**config.mk**
```make
export PLATFORM = sky130hd
export DESIGN_NAME = ecg_morphological_filter
export DESIGN_NICKNAME = d
export VERILOG_FILES = /design/src/hw/rtl/ecgmf_pkg.sv /design/src/hw/rtl/ecg_morphological_filter.sv
export SDC_FILE = /design/constraint.sdc
export NUM_CORES = 2
export LEC_CHECK = 0
export BUFFER_PORTS_ARGS = -buffer_cell sky130_fd_sc_hd__buf_2
export CORE_MARGIN = 3
export CORE_UTILIZATION = 55
export DETAILED_ROUTE_END_ITERATION = 10
export PLACE_DENSITY = 0.81
export SLEW_MARGIN = 20
export SYNTH_ARGS = -nofsm -noshare
export SYNTH_HDL_FRONTEND = slang
export SYNTH_SLANG_ARGS = --single-unit
```
**constraint.sdc**
```tcl
create_clock -name aclk -period 15.6 [get_ports aclk]
set_clock_uncertainty 0.15 [all_clocks]
set_input_delay 1.56 -clock aclk [delete_from_list [all_inputs] [get_ports aclk]]
set_output_delay 1.56 -clock aclk [all_outputs]
set_load 0.02 [all_outputs]
```
**src/hw/rtl/ecgmf_pkg.sv**
```systemverilog
package ecgmf_pkg;

    // Fixed field widths
    localparam int SAMPLE_W    = 12;   // raw sample and opening/closing values
    localparam int RES_W       = 13;   // residue after baseline removal
    localparam int BR_W        = 14;   // weighted dilation / erosion values
    localparam int SUM_W       = 15;   // sum of the two branches
    localparam int OUT_W       = 14;   // filtered result
    localparam int CFG_W       = 4;    // element weight registers
    localparam int CFG_AW      = 2;    // register index
    localparam int S_TDATA_W   = 16;
    localparam int M_TDATA_W   = 16;

    // Register indexes
    localparam logic [CFG_AW-1:0] CFG_IDX_CENTER = 2'd0;
    localparam logic [CFG_AW-1:0] CFG_IDX_SIDE   = 2'd1;
    localparam logic [CFG_AW-1:0] CFG_IDX_EDGE   = 2'd2;

    // Register reset values
    localparam logic [CFG_W-1:0] CENTER_RST = 4'd5;
    localparam logic [CFG_W-1:0] SIDE_RST   = 4'd1;
    localparam logic [CFG_W-1:0] EDGE_RST   = 4'd0;

    typedef logic signed [SAMPLE_W-1:0] sample_t;
    typedef logic signed [RES_W-1:0]    residue_t;
    typedef logic signed [BR_W-1:0]     branch_t;
    typedef logic signed [SUM_W-1:0]    sum_t;
    typedef logic        [CFG_W-1:0]    weight_t;

endpackage

```
**src/hw/rtl/ecg_morphological_filter.sv**
```systemverilog
// ECG morphological filter. One 12-bit signed sample goes in per item; the
// baseline (flat opening over OPEN_LEN, then flat closing over CLOSE_LEN) is
// subtracted from the sample delayed to line up, and the residue is cleaned
// by averaging a weighted-dilation/flat-erosion branch with a
// weighted-erosion/flat-dilation branch over NOISE_LEN taps (five-tap element:
// edge, side, center, side, edge; weights set by registers 0..2). No result
// comes out until all delay lines have filled: the first
// 2*OPEN_LEN + 2*CLOSE_LEN + 2*NOISE_LEN - 6 items (128 at defaults) give none,
// after that every item gives exactly one. Each accepted item is stored in
// the alignment line, pushed through the four baseline lines in turn, then
// turned into a residue, branch values and a result in the output register;
// items in the fill phase stop early and go back to idle. The time per item
// is dominated by one min/max comparator that walks every tap of the four
// baseline lines, one read a cycle through the single read port of the
// shared line memory. s_tready is high only while the block is idle; a
// finished result waits in the output register, so the next item is taken
// while it waits.
module ecg_morphological_filter #(
    parameter int OPEN_LEN  = 25,
    parameter int CLOSE_LEN = 37,
    parameter int NOISE_LEN = 5
) (
    input  logic                                aclk,
    input  logic                                aresetn,
    // input items
    input  logic                                s_tvalid,
    output logic                                s_tready,
    input  logic [ecgmf_pkg::S_TDATA_W-1:0]     s_tdata,   // [11:0] sample
    // result items
    output logic                                m_tvalid,
    input  logic                                m_tready,
    output logic [ecgmf_pkg::M_TDATA_W-1:0]     m_tdata,   // [13:0] filtered
    // configuration writes
    input  logic                                cfg_wr_en,
    input  logic [ecgmf_pkg::CFG_AW-1:0]        cfg_addr,
    input  logic [ecgmf_pkg::CFG_W-1:0]         cfg_wdata
);

    // ------------------------------------------------------------------
    // Derived geometry
    // ------------------------------------------------------------------
    localparam int OPEN_AHEAD  = OPEN_LEN - 1 - (OPEN_LEN - 1) / 2;
    localparam int CLOSE_AHEAD = CLOSE_LEN - 1 - (CLOSE_LEN - 1) / 2;
    localparam int NOISE_HALF  = (NOISE_LEN - 1) / 2;
    localparam int ALIGN_DEPTH = 2 * OPEN_AHEAD + 2 * CLOSE_AHEAD + 1;

    // item count at which each stage starts to produce
    localparam int T_OPEN_ERO  = OPEN_LEN;
    localparam int T_OPEN_DIL  = T_OPEN_ERO + OPEN_LEN - 1;
    localparam int T_CLOSE_DIL = T_OPEN_DIL + CLOSE_LEN - 1;
    localparam int T_CLOSE_ERO = T_CLOSE_DIL + CLOSE_LEN - 1;
    localparam int T_BRANCH    = T_CLOSE_ERO + NOISE_LEN - 1;
    localparam int FILL_DONE   = T_BRANCH + NOISE_LEN - 1;
    localparam int FW          = $clog2(FILL_DONE + 1);

    // shared line memory: four baseline lines and the raw alignment line
    localparam int BASE0      = 0;
    localparam int BASE1      = OPEN_LEN;
    localparam int BASE2      = 2 * OPEN_LEN;
    localparam int BASE3      = 2 * OPEN_LEN + CLOSE_LEN;
    localparam int ALIGN_BASE = 2 * OPEN_LEN + 2 * CLOSE_LEN;
    localparam int MEM_DEPTH  = ALIGN_BASE + ALIGN_DEPTH;
    localparam int AW         = $clog2(MEM_DEPTH);

    localparam int SCAN_MAX = (OPEN_LEN > CLOSE_LEN) ? OPEN_LEN : CLOSE_LEN;
    localparam int KW       = $clog2(SCAN_MAX);
    localparam int NKW      = $clog2(NOISE_LEN);
    localparam int OPW      = $clog2(OPEN_LEN);
    localparam int CPW      = $clog2(CLOSE_LEN);
    localparam int APW      = $clog2(ALIGN_DEPTH);

    // sequencer states
    localparam logic [3:0] ST_IDLE     = 4'd0;
    localparam logic [3:0] ST_AL_RD    = 4'd1;   // fetch oldest raw sample
    localparam logic [3:0] ST_AL_WR    = 4'd2;   // keep it, store new sample
    localparam logic [3:0] ST_WR       = 4'd3;   // push value into a line
    localparam logic [3:0] ST_RD       = 4'd4;   // walk the line
    localparam logic [3:0] ST_DRAIN    = 4'd5;   // last read lands
    localparam logic [3:0] ST_RESID    = 4'd6;   // residue into noise line
    localparam logic [3:0] ST_BR_SCAN  = 4'd7;   // weighted dilation/erosion
    localparam logic [3:0] ST_BR_PUSH  = 4'd8;
    localparam logic [3:0] ST_OUT_SCAN = 4'd9;   // flat erosion/dilation
    localparam logic [3:0] ST_FIN      = 4'd10;  // average, load output

    localparam logic [1:0] STG_OPEN_ERO  = 2'd0;
    localparam logic [1:0] STG_OPEN_DIL  = 2'd1;
    localparam logic [1:0] STG_CLOSE_DIL = 2'd2;
    localparam logic [1:0] STG_CLOSE_ERO = 2'd3;

    // ------------------------------------------------------------------
    // Registers
    // ------------------------------------------------------------------
    logic [3:0]      state_reg, state_next;
    logic [1:0]      stg_reg, stg_next;
    logic [KW-1:0]   k_reg, k_next;
    logic [NKW-1:0]  nk_reg, nk_next;
    logic [FW-1:0]   fill_reg, fill_next;
    logic [OPW-1:0]  open_ptr_reg, open_ptr_next;
    logic [CPW-1:0]  close_ptr_reg, close_ptr_next;
    logic [APW-1:0]  align_ptr_reg, align_ptr_next;
    logic            first_reg, first_next;
    logic            rd_vld_reg;
    logic            m_valid_reg, m_valid_next;

    ecgmf_pkg::sample_t  x_reg, x_next;
    ecgmf_pkg::sample_t  acc_reg, acc_next;
    ecgmf_pkg::sample_t  align_old_reg, align_old_next;
    ecgmf_pkg::branch_t  hi_reg, hi_next;
    ecgmf_pkg::branch_t  lo_reg, lo_next;
    ecgmf_pkg::branch_t  umin_reg, umin_next;
    ecgmf_pkg::branch_t  lmax_reg, lmax_next;
    logic [ecgmf_pkg::OUT_W-1:0] m_data_reg, m_data_next;

    ecgmf_pkg::residue_t res_line_reg [NOISE_LEN];
    ecgmf_pkg::residue_t res_line_next[NOISE_LEN];
    ecgmf_pkg::branch_t  up_line_reg  [NOISE_LEN];
    ecgmf_pkg::branch_t  up_line_next [NOISE_LEN];
    ecgmf_pkg::branch_t  dn_line_reg  [NOISE_LEN];
    ecgmf_pkg::branch_t  dn_line_next [NOISE_LEN];

    ecgmf_pkg::weight_t  center_reg, side_reg, edge_reg;

    // line memory
    ecgmf_pkg::sample_t  mem [MEM_DEPTH];
    ecgmf_pkg::sample_t  rdata_reg;
    logic                mem_we;
    logic [AW-1:0]       mem_waddr, mem_raddr;
    ecgmf_pkg::sample_t  mem_wdata;

    // ------------------------------------------------------------------
    // Per-stage selections
    // ------------------------------------------------------------------
    logic [AW-1:0]  region_base;
    logic [KW-1:0]  region_last;
    logic [FW-1:0]  region_gate;
    logic           region_min;
    logic [AW-1:0]  region_ptr;

    always_comb begin
        case (stg_reg)
            STG_OPEN_ERO: begin
                region_base = AW'(BASE0);
                region_last = KW'(OPEN_LEN - 1);
                region_gate = FW'(T_OPEN_ERO);
                region_min  = 1'b1;
            end
            STG_OPEN_DIL: begin
                region_base = AW'(BASE1);
                region_last = KW'(OPEN_LEN - 1);
                region_gate = FW'(T_OPEN_DIL);
                region_min  = 1'b0;
            end
            STG_CLOSE_DIL: begin
                region_base = AW'(BASE2);
                region_last = KW'(CLOSE_LEN - 1);
                region_gate = FW'(T_CLOSE_DIL);
                region_min  = 1'b0;
            end
            default: begin
                region_base = AW'(BASE3);
                region_last = KW'(CLOSE_LEN - 1);
                region_gate = FW'(T_CLOSE_ERO);
                region_min  = 1'b1;
            end
        endcase
    end

    assign region_ptr = stg_reg[1] ? AW'(close_ptr_reg) : AW'(open_ptr_reg);

    // ------------------------------------------------------------------
    // Noise element tap weight for the tap under the scan counter
    // ------------------------------------------------------------------
    logic [NKW-1:0]      tap_dist;
    ecgmf_pkg::weight_t  tap_w;

    always_comb begin
        if (nk_reg >= NKW'(NOISE_HALF)) begin
            tap_dist = nk_reg - NKW'(NOISE_HALF);
        end else begin
            tap_dist = NKW'(NOISE_HALF) - nk_reg;
        end
        if (tap_dist == NKW'(0)) begin
            tap_w = center_reg;
        end else if (tap_dist == NKW'(1)) begin
            tap_w = side_reg;
        end else begin
            tap_w = edge_reg;
        end
    end

    // ------------------------------------------------------------------
    // Shared arithmetic
    // ------------------------------------------------------------------
    ecgmf_pkg::residue_t res_tap;
    ecgmf_pkg::branch_t  tap_hi, tap_lo;
    ecgmf_pkg::residue_t residue;
    ecgmf_pkg::sum_t     br_sum, br_sum_adj, br_avg;

    assign res_tap = res_line_reg[nk_reg];
    assign tap_hi  = ecgmf_pkg::branch_t'(res_tap) + ecgmf_pkg::branch_t'(tap_w);
    assign tap_lo  = ecgmf_pkg::branch_t'(res_tap) - ecgmf_pkg::branch_t'(tap_w);
    assign residue = ecgmf_pkg::residue_t'(align_old_reg) - ecgmf_pkg::residue_t'(acc_reg);

    // halve toward zero: add one to negative sums before the shift
    assign br_sum     = ecgmf_pkg::sum_t'(umin_reg) + ecgmf_pkg::sum_t'(lmax_reg);
    assign br_sum_adj = br_sum + ecgmf_pkg::sum_t'(br_sum[ecgmf_pkg::SUM_W-1]);
    assign br_avg     = br_sum_adj >>> 1;

    // ------------------------------------------------------------------
    // Sequencer
    // ------------------------------------------------------------------
    always_comb begin
        state_next     = state_reg;
        stg_next       = stg_reg;
        k_next         = k_reg;
        nk_next        = nk_reg;
        fill_next      = fill_reg;
        open_ptr_next  = open_ptr_reg;
        close_ptr_next = close_ptr_reg;
        align_ptr_next = align_ptr_reg;
        first_next     = first_reg;
        x_next         = x_reg;
        acc_next       = acc_reg;
        align_old_next = align_old_reg;
        hi_next        = hi_reg;
        lo_next        = lo_reg;
        umin_next      = umin_reg;
        lmax_next      = lmax_reg;
        m_data_next    = m_data_reg;
        m_valid_next   = m_valid_reg;
        res_line_next  = res_line_reg;
        up_line_next   = up_line_reg;
        dn_line_next   = dn_line_reg;

        mem_we    = 1'b0;
        mem_waddr = region_base + region_ptr;
        mem_wdata = (stg_reg == STG_OPEN_ERO) ? x_reg : acc_reg;
        mem_raddr = region_base + AW'(k_reg);

        if (m_valid_reg && m_tready) begin
            m_valid_next = 1'b0;
        end

        // min/max over the data coming back from the memory
        if (rd_vld_reg) begin
            first_next = 1'b0;
            if (first_reg) begin
                acc_next = rdata_reg;
            end else if (region_min) begin
                acc_next = (rdata_reg < acc_reg) ? rdata_reg : acc_reg;
            end else begin
                acc_next = (rdata_reg > acc_reg) ? rdata_reg : acc_reg;
            end
        end

        case (state_reg)
            ST_IDLE: begin
                if (s_tvalid) begin
                    x_next = ecgmf_pkg::sample_t'(s_tdata[ecgmf_pkg::SAMPLE_W-1:0]);
                    if (fill_reg < FW'(FILL_DONE)) begin
                        fill_next = fill_reg + FW'(1);
                    end
                    open_ptr_next  = (open_ptr_reg == OPW'(OPEN_LEN - 1)) ?
                                     '0 : open_ptr_reg + OPW'(1);
                    close_ptr_next = (close_ptr_reg == CPW'(CLOSE_LEN - 1)) ?
                                     '0 : close_ptr_reg + CPW'(1);
                    align_ptr_next = (align_ptr_reg == APW'(ALIGN_DEPTH - 1)) ?
                                     '0 : align_ptr_reg + APW'(1);
                    state_next = ST_AL_RD;
                end
            end
            ST_AL_RD: begin
                // the slot after the write pointer holds the oldest sample
                // that stays in the line once this item is stored
                mem_raddr  = AW'(ALIGN_BASE) +
                             ((align_ptr_reg == APW'(ALIGN_DEPTH - 1)) ?
                              AW'(0) : AW'(align_ptr_reg) + AW'(1));
                state_next = ST_AL_WR;
            end
            ST_AL_WR: begin
                align_old_next = rdata_reg;
                mem_we         = 1'b1;
                mem_waddr      = AW'(ALIGN_BASE) + AW'(align_ptr_reg);
                mem_wdata      = x_reg;
                stg_next       = STG_OPEN_ERO;
                state_next     = ST_WR;
            end
            ST_WR: begin
                mem_we     = 1'b1;
                first_next = 1'b1;
                k_next     = '0;
                state_next = (fill_reg >= region_gate) ? ST_RD : ST_IDLE;
            end
            ST_RD: begin
                if (k_reg == region_last) begin
                    state_next = ST_DRAIN;
                end else begin
                    k_next = k_reg + KW'(1);
                end
            end
            ST_DRAIN: begin
                if (stg_reg == STG_CLOSE_ERO) begin
                    state_next = ST_RESID;
                end else begin
                    stg_next   = stg_reg + 2'd1;
                    state_next = ST_WR;
                end
            end
            ST_RESID: begin
                for (int i = 0; i < NOISE_LEN - 1; i++) begin
                    res_line_next[i] = res_line_reg[i + 1];
                end
                res_line_next[NOISE_LEN - 1] = residue;
                nk_next    = '0;
                state_next = (fill_reg >= FW'(T_BRANCH)) ? ST_BR_SCAN : ST_IDLE;
            end
            ST_BR_SCAN: begin
                if (nk_reg == '0) begin
                    hi_next = tap_hi;
                    lo_next = tap_lo;
                end else begin
                    hi_next = (tap_hi > hi_reg) ? tap_hi : hi_reg;
                    lo_next = (tap_lo < lo_reg) ? tap_lo : lo_reg;
                end
                if (nk_reg == NKW'(NOISE_LEN - 1)) begin
                    state_next = ST_BR_PUSH;
                end else begin
                    nk_next = nk_reg + NKW'(1);
                end
            end
            ST_BR_PUSH: begin
                for (int i = 0; i < NOISE_LEN - 1; i++) begin
                    up_line_next[i] = up_line_reg[i + 1];
                    dn_line_next[i] = dn_line_reg[i + 1];
                end
                up_line_next[NOISE_LEN - 1] = hi_reg;
                dn_line_next[NOISE_LEN - 1] = lo_reg;
                nk_next    = '0;
                state_next = (fill_reg >= FW'(FILL_DONE)) ? ST_OUT_SCAN : ST_IDLE;
            end
            ST_OUT_SCAN: begin
                if (nk_reg == '0) begin
                    umin_next = up_line_reg[nk_reg];
                    lmax_next = dn_line_reg[nk_reg];
                end else begin
                    umin_next = (up_line_reg[nk_reg] < umin_reg) ?
                                up_line_reg[nk_reg] : umin_reg;
                    lmax_next = (dn_line_reg[nk_reg] > lmax_reg) ?
                                dn_line_reg[nk_reg] : lmax_reg;
                end
                if (nk_reg == NKW'(NOISE_LEN - 1)) begin
                    state_next = ST_FIN;
                end else begin
                    nk_next = nk_reg + NKW'(1);
                end
            end
            ST_FIN: begin
                // hold until the output register is free
                if (!m_valid_reg || m_tready) begin
                    m_data_next  = br_avg[ecgmf_pkg::OUT_W-1:0];
                    m_valid_next = 1'b1;
                    state_next   = ST_IDLE;
                end
            end
            default: begin
                state_next = ST_IDLE;
            end
        endcase
    end

    // ------------------------------------------------------------------
    // Control state
    // ------------------------------------------------------------------
    always_ff @(posedge aclk) begin
        if (!aresetn) begin
            state_reg     <= ST_IDLE;
            stg_reg       <= STG_OPEN_ERO;
            k_reg         <= '0;
            nk_reg        <= '0;
            fill_reg      <= '0;
            open_ptr_reg  <= '0;
            close_ptr_reg <= '0;
            align_ptr_reg <= '0;
            first_reg     <= 1'b0;
            rd_vld_reg    <= 1'b0;
            m_valid_reg   <= 1'b0;
        end else begin
            state_reg     <= state_next;
            stg_reg       <= stg_next;
            k_reg         <= k_next;
            nk_reg        <= nk_next;
            fill_reg      <= fill_next;
            open_ptr_reg  <= open_ptr_next;
            close_ptr_reg <= close_ptr_next;
            align_ptr_reg <= align_ptr_next;
            first_reg     <= first_next;
            rd_vld_reg    <= (state_reg == ST_RD);
            m_valid_reg   <= m_valid_next;
        end
    end

    // ------------------------------------------------------------------
    // Payload
    // ------------------------------------------------------------------
    always_ff @(posedge aclk) begin
        x_reg         <= x_next;
        acc_reg       <= acc_next;
        align_old_reg <= align_old_next;
        hi_reg        <= hi_next;
        lo_reg        <= lo_next;
        umin_reg      <= umin_next;
        lmax_reg      <= lmax_next;
        m_data_reg    <= m_data_next;
        res_line_reg  <= res_line_next;
        up_line_reg   <= up_line_next;
        dn_line_reg   <= dn_line_next;
    end

    // line memory, one write and one registered read a cycle
    always_ff @(posedge aclk) begin
        if (mem_we) begin
            mem[mem_waddr] <= mem_wdata;
        end
        rdata_reg <= mem[mem_raddr];
    end

    // ------------------------------------------------------------------
    // Configuration registers
    // ------------------------------------------------------------------
    always_ff @(posedge aclk) begin
        if (!aresetn) begin
            center_reg <= ecgmf_pkg::CENTER_RST;
            side_reg   <= ecgmf_pkg::SIDE_RST;
            edge_reg   <= ecgmf_pkg::EDGE_RST;
        end else if (cfg_wr_en) begin
            case (cfg_addr)
                ecgmf_pkg::CFG_IDX_CENTER: center_reg <= cfg_wdata;
                ecgmf_pkg::CFG_IDX_SIDE:   side_reg   <= cfg_wdata;
                ecgmf_pkg::CFG_IDX_EDGE:   edge_reg   <= cfg_wdata;
                default: ;  // unused index, ignored
            endcase
        end
    end

    // ------------------------------------------------------------------
    // Ports
    // ------------------------------------------------------------------
    assign s_tready = (state_reg == ST_IDLE);
    assign m_tvalid = m_valid_reg;
    assign m_tdata  = {{(ecgmf_pkg::M_TDATA_W - ecgmf_pkg::OUT_W){1'b0}}, m_data_reg};

endmodule

```
==> key figures <==
Status
  • Status: complete, no violations

Floorplanning
  • FP Rows: 160
  • Io pins: 45
  • Die area: 199000 um2
  • CORE AREA: 191000 um2
  • Die W: 446 um
  • Die height: 446 um
  • Initial core utilization: 55.7%

Detailed routing
  • Routed WL: 276000 um
  • Via Count: 66474
  • DR iter-0 viols: 10185
  • Routed Antenna Nets: 0
  • Drt pass-1 iters: 7
  • Routed len/inst: 26.9 um
  • Remaining DRCs: 0
  • Via density per instance: 6.49

Cells and area
  • Cell area after layout: 118000 um2
  • Area grow syn2layout: 10.7%
  • Share of layout cells above drive strength 1: 11.5%
  • Max FFs per register: 2220
  • NumNets Final: 7696
  • End-of-flow core utilization: 61.6%

Setup path
  • Slowest cell on crit path: buf_4
  • Crit-path cells: inv_1 > ha_1 > or2_2 > ha_1 > fa_1 > and2_1 > or2_4 > buf_4 > buf_4 > nand3_1 > and3_1 > a31oi_1 > nand4_1 > o21a_1 > a211oi_1 > a211oi_1
  • Setup CP Type: flop to flop
  • Worst path required time: 16.14 ns
  • CP Launch Type: flop
  • Crit end category: flop
  • Max stage delay on crit path: 0.86 ns
  • Worst EP arrival: 8.63 ns
  • Max Fanout on Critical Path: 51

Timing
  • Final Critical Period: 8.09 ns
  • Final setup vio count: 0
  • Hold Fails Final Rpt: 0
  • Slew headroom: 19.5%
  • Slew @ Worst Pin: 1.20 ns
  • Setup repair after global routing missed its margin: no
  • Final Max Tran Viols: 0
  • Fmax: 124 MHz
  • Tcrit/Tclk final: 51.9%
  • Setup TNS Final: 0 ns

Synth
  • Largest family of logic cells by synthesized area: simple AND/OR/NAND/NOR gates
  • Main synth FF type: edfxtp_1
  • Yosys reg bits: 2598
  • YS warnings: 0
  • Netlist cell types: 79
  • Fraction of registers with async set/reset: 0%
  • Avg Cell Area, Syn: 14.3 um2
  • Mapped Cells: 7466
  • Post-Synth XOR/XNOR Area: 0.650%
  • Cell area after synthesis: 107000 um2
  • EDFF count, synth: 2531
  • Simple-gate share of the synthesized area: 11.5%
  • Mux cell area share after synthesis: 5.47%
  • Sequential fraction of the synthesis area: 72.6%
  • Synth Area in Compound Gates: 5.56%
  • Adder-cell share of the synthesized area: 1.92%

Global routing
  • GRT overflow: 0
  • First-pass GRT wire length: 411000 um
  • GRT Util Overall: 27.5%
  • Initial antenna violation count: 7
  • Vias in the first global route: 65515
  • Largest net degree at the start of global routing: 186

Clock network
  • Clock root buffer: clkbuf_16
  • Htree depth: 4
  • CTS tree: built
  • Worst skew pair latency: 0.89 ns
  • Postcts setup bufs: 0
  • Clock sink count: 2598
  • Longest Clk Path Bufs: 3
  • Hold buffers post-CTS: 0
  • Num CTS Buffers: 238
  • Clock Pin Slew Worst Setup and Hold Paths: 0.07 ns
  • Post-CTS resize count: 0

Power and ir drop
  • Total power: 0.0150 W
  • Static leakage: 39.8 nW
  • VDD IR-drop max: 0.129 mV
  • Power Density: 127 nW/um2

Placement
  • Port Buf Inserts: 38
  • Post-DP Area: 110000 um2
  • HPWL after DPL: 157000 um
  • Routability cong.: 0.898

Run
  • Max_cap viols: 0

Worst hold path
  • Worst min-delay path class: flop to flop
-- per-layer routing --
metal,GRT usage (%),vias up,wire length (um)
li1,-,28193,-
met1,35.6,32476,95200
met2,42.8,4869,128000
met3,7.19,936,35800
met4,14.6,0,16500
met5,0,-,0
-- layout by cell type, fill, tap and decap left out, types with 11 or more instances in the layout --
cell	Yosys	layout
buf_2	121	38
o21ai_0	75	75
a31oi_1	164	164
nor2b_1	36	36
a21oi_1	164	163
clkbuf_1	227	46
nor4_1	31	31
ha_1	152	152
edfxtp_1	2531	2531
inv_1	124	124
clkinv_2	0	45
and2_1	23	21
a211oi_1	64	64
bufinv_16	0	27
nor2_1	351	263
a311oi_1	27	27
mux2_8	0	13
xnor2_1	49	49
nand2b_1	16	16
dfxtp_1	67	65
mux2i_1	222	220
o21a_1	11	11
clkinv_1	0	53
and3_1	183	183
xor2_1	30	29
clkbuf_16	0	239
nor2_2	1	79
nor3_1	56	56
nand4_1	56	56
nand3_1	518	518
buf_4	10	195
o22ai_1	112	112
a21boi_0	18	18
mux4_2	152	152
clkinvlp_4	0	15
a32oi_1	19	19
nand2_1	1468	1464
a22oi_1	110	110
a21o_1	31	30
-- path summary, 6_finish.rpt --
path                               end                     start  depth (start not counted)  slack, ns
max              rdata_reg[10]$_DFF_P_   stg_reg[1]$_SDFFE_PN0P_                         16       7.51
min          dn_line_reg[21]$_DFFE_PP_  dn_line_reg[7]$_DFFE_PP_                          0       0.28
max reg2reg      rdata_reg[10]$_DFF_P_   stg_reg[1]$_SDFFE_PN0P_                         16       7.51
min reg2reg  dn_line_reg[21]$_DFFE_PP_  dn_line_reg[7]$_DFFE_PP_                          0       0.28
-- synth_stat cells, types with 8 or more instances --
cell type     n  share of area, %
a2111oi_0     8             0.066
a211oi_1     64              0.45
a21boi_0     18              0.13
a21o_1       31              0.22
a21oi_1     164              0.77
a22oi_1     110              0.78
a311oi_1     27              0.22
a31oi_1     164              0.96
a32oi_1      19              0.16
and2_1       23              0.14
and3_1      183               1.1
buf_1        63              0.22
buf_2       121              0.57
buf_4        10             0.070
buf_6        16              0.17
clkbuf_1    227              0.80
dfxtp_1      67               1.3
edfxtp_1   2531                71
ha_1        152               1.8
inv_1       124              0.44
mux2_2       16              0.17
mux2i_1     222               2.1
mux4_2      152               3.2
nand2_1    1468               5.2
nand2b_1     16             0.094
nand3_1     518               2.4
nand3b_1      9             0.063
nand4_1      56              0.33
nor2_1      351               1.2
nor2b_1      36              0.21
nor3_1       56              0.26
nor4_1       31              0.18
o211ai_1     10             0.070
o21a_1       11             0.078
o21ai_0      75              0.35
o21bai_1      8             0.056
o22a_1       10             0.082
o22ai_1     112              0.66
or2_2         9             0.053
or3_1         8             0.047
xnor2_1      49              0.40
xor2_1       30              0.25
-- logic make-up (layout without fill, tap and decap cells) --
kind of cell,Yosys count,after routing
AOI/OAI and AO/OA,889,889
xor gates and xnor gates,79,79
adders and majority gates,159,159
buffers and inverters,561,812
DFF,2598,2598
muxes,390,390
other,1,8
and+or+nand+nor,2789,2789
-- power breakdown --
| group | total [W] | switching (W) | leakage (nW) | internal [W] |
|---|---|---|---|---|
| combinational | 0.00135 | 0.000982 | 12.8 | 0.000363 |
| clock | 0.00586 | 0.00258 | 3.79 | 0.00328 |
| sequential | 0.00778 | 0.0000571 | 23.3 | 0.00772 |
| total | 0.0150 | 0.00362 | 39.8 | 0.0114 |
-- worst max-delay path: cells and delay by family, from the launching register on --
| family | cells | cell delay, ns |
|---|---|---|
| adder cells (fa/ha/maj) | 3 | 1.33 |
| AND/OR/NAND/NOR | 6 | 2.42 |
| AO/OA/AOI/OAI | 4 | 1.43 |
| buffers and inverters | 3 | 1.83 |
| flip-flops | 1 | 0.71 |
-- through the flow --
step / hold WS [ns] / instances / setup slack [ns]
after global placement: 0.278 / 9780 / 8.19
after CTS: 0.291 / 10228 / 7.93
after detailed placement: 0.283 / 9780 / 8.09
final: 0.283 / 10235 / 7.51
after floorplan: 0.276 / 7467 / 9.50
after global routing: 0.290 / 10231 / 7.28
-- area by class of cell --
type / instances / area, um2
flip-flops and latches: 2598 / 77300
well taps: 2511 / 3140
inverters: 124 / 465
multi-input cells: 4308 / 27300
clock buffers: 287 / 6180
clock inverters: 161 / 1670
repair buffers: 240 / 1780
fillers: 12990 / 73500
diodes: 6 / 15.0
Power figures use the tool's default switching activity.
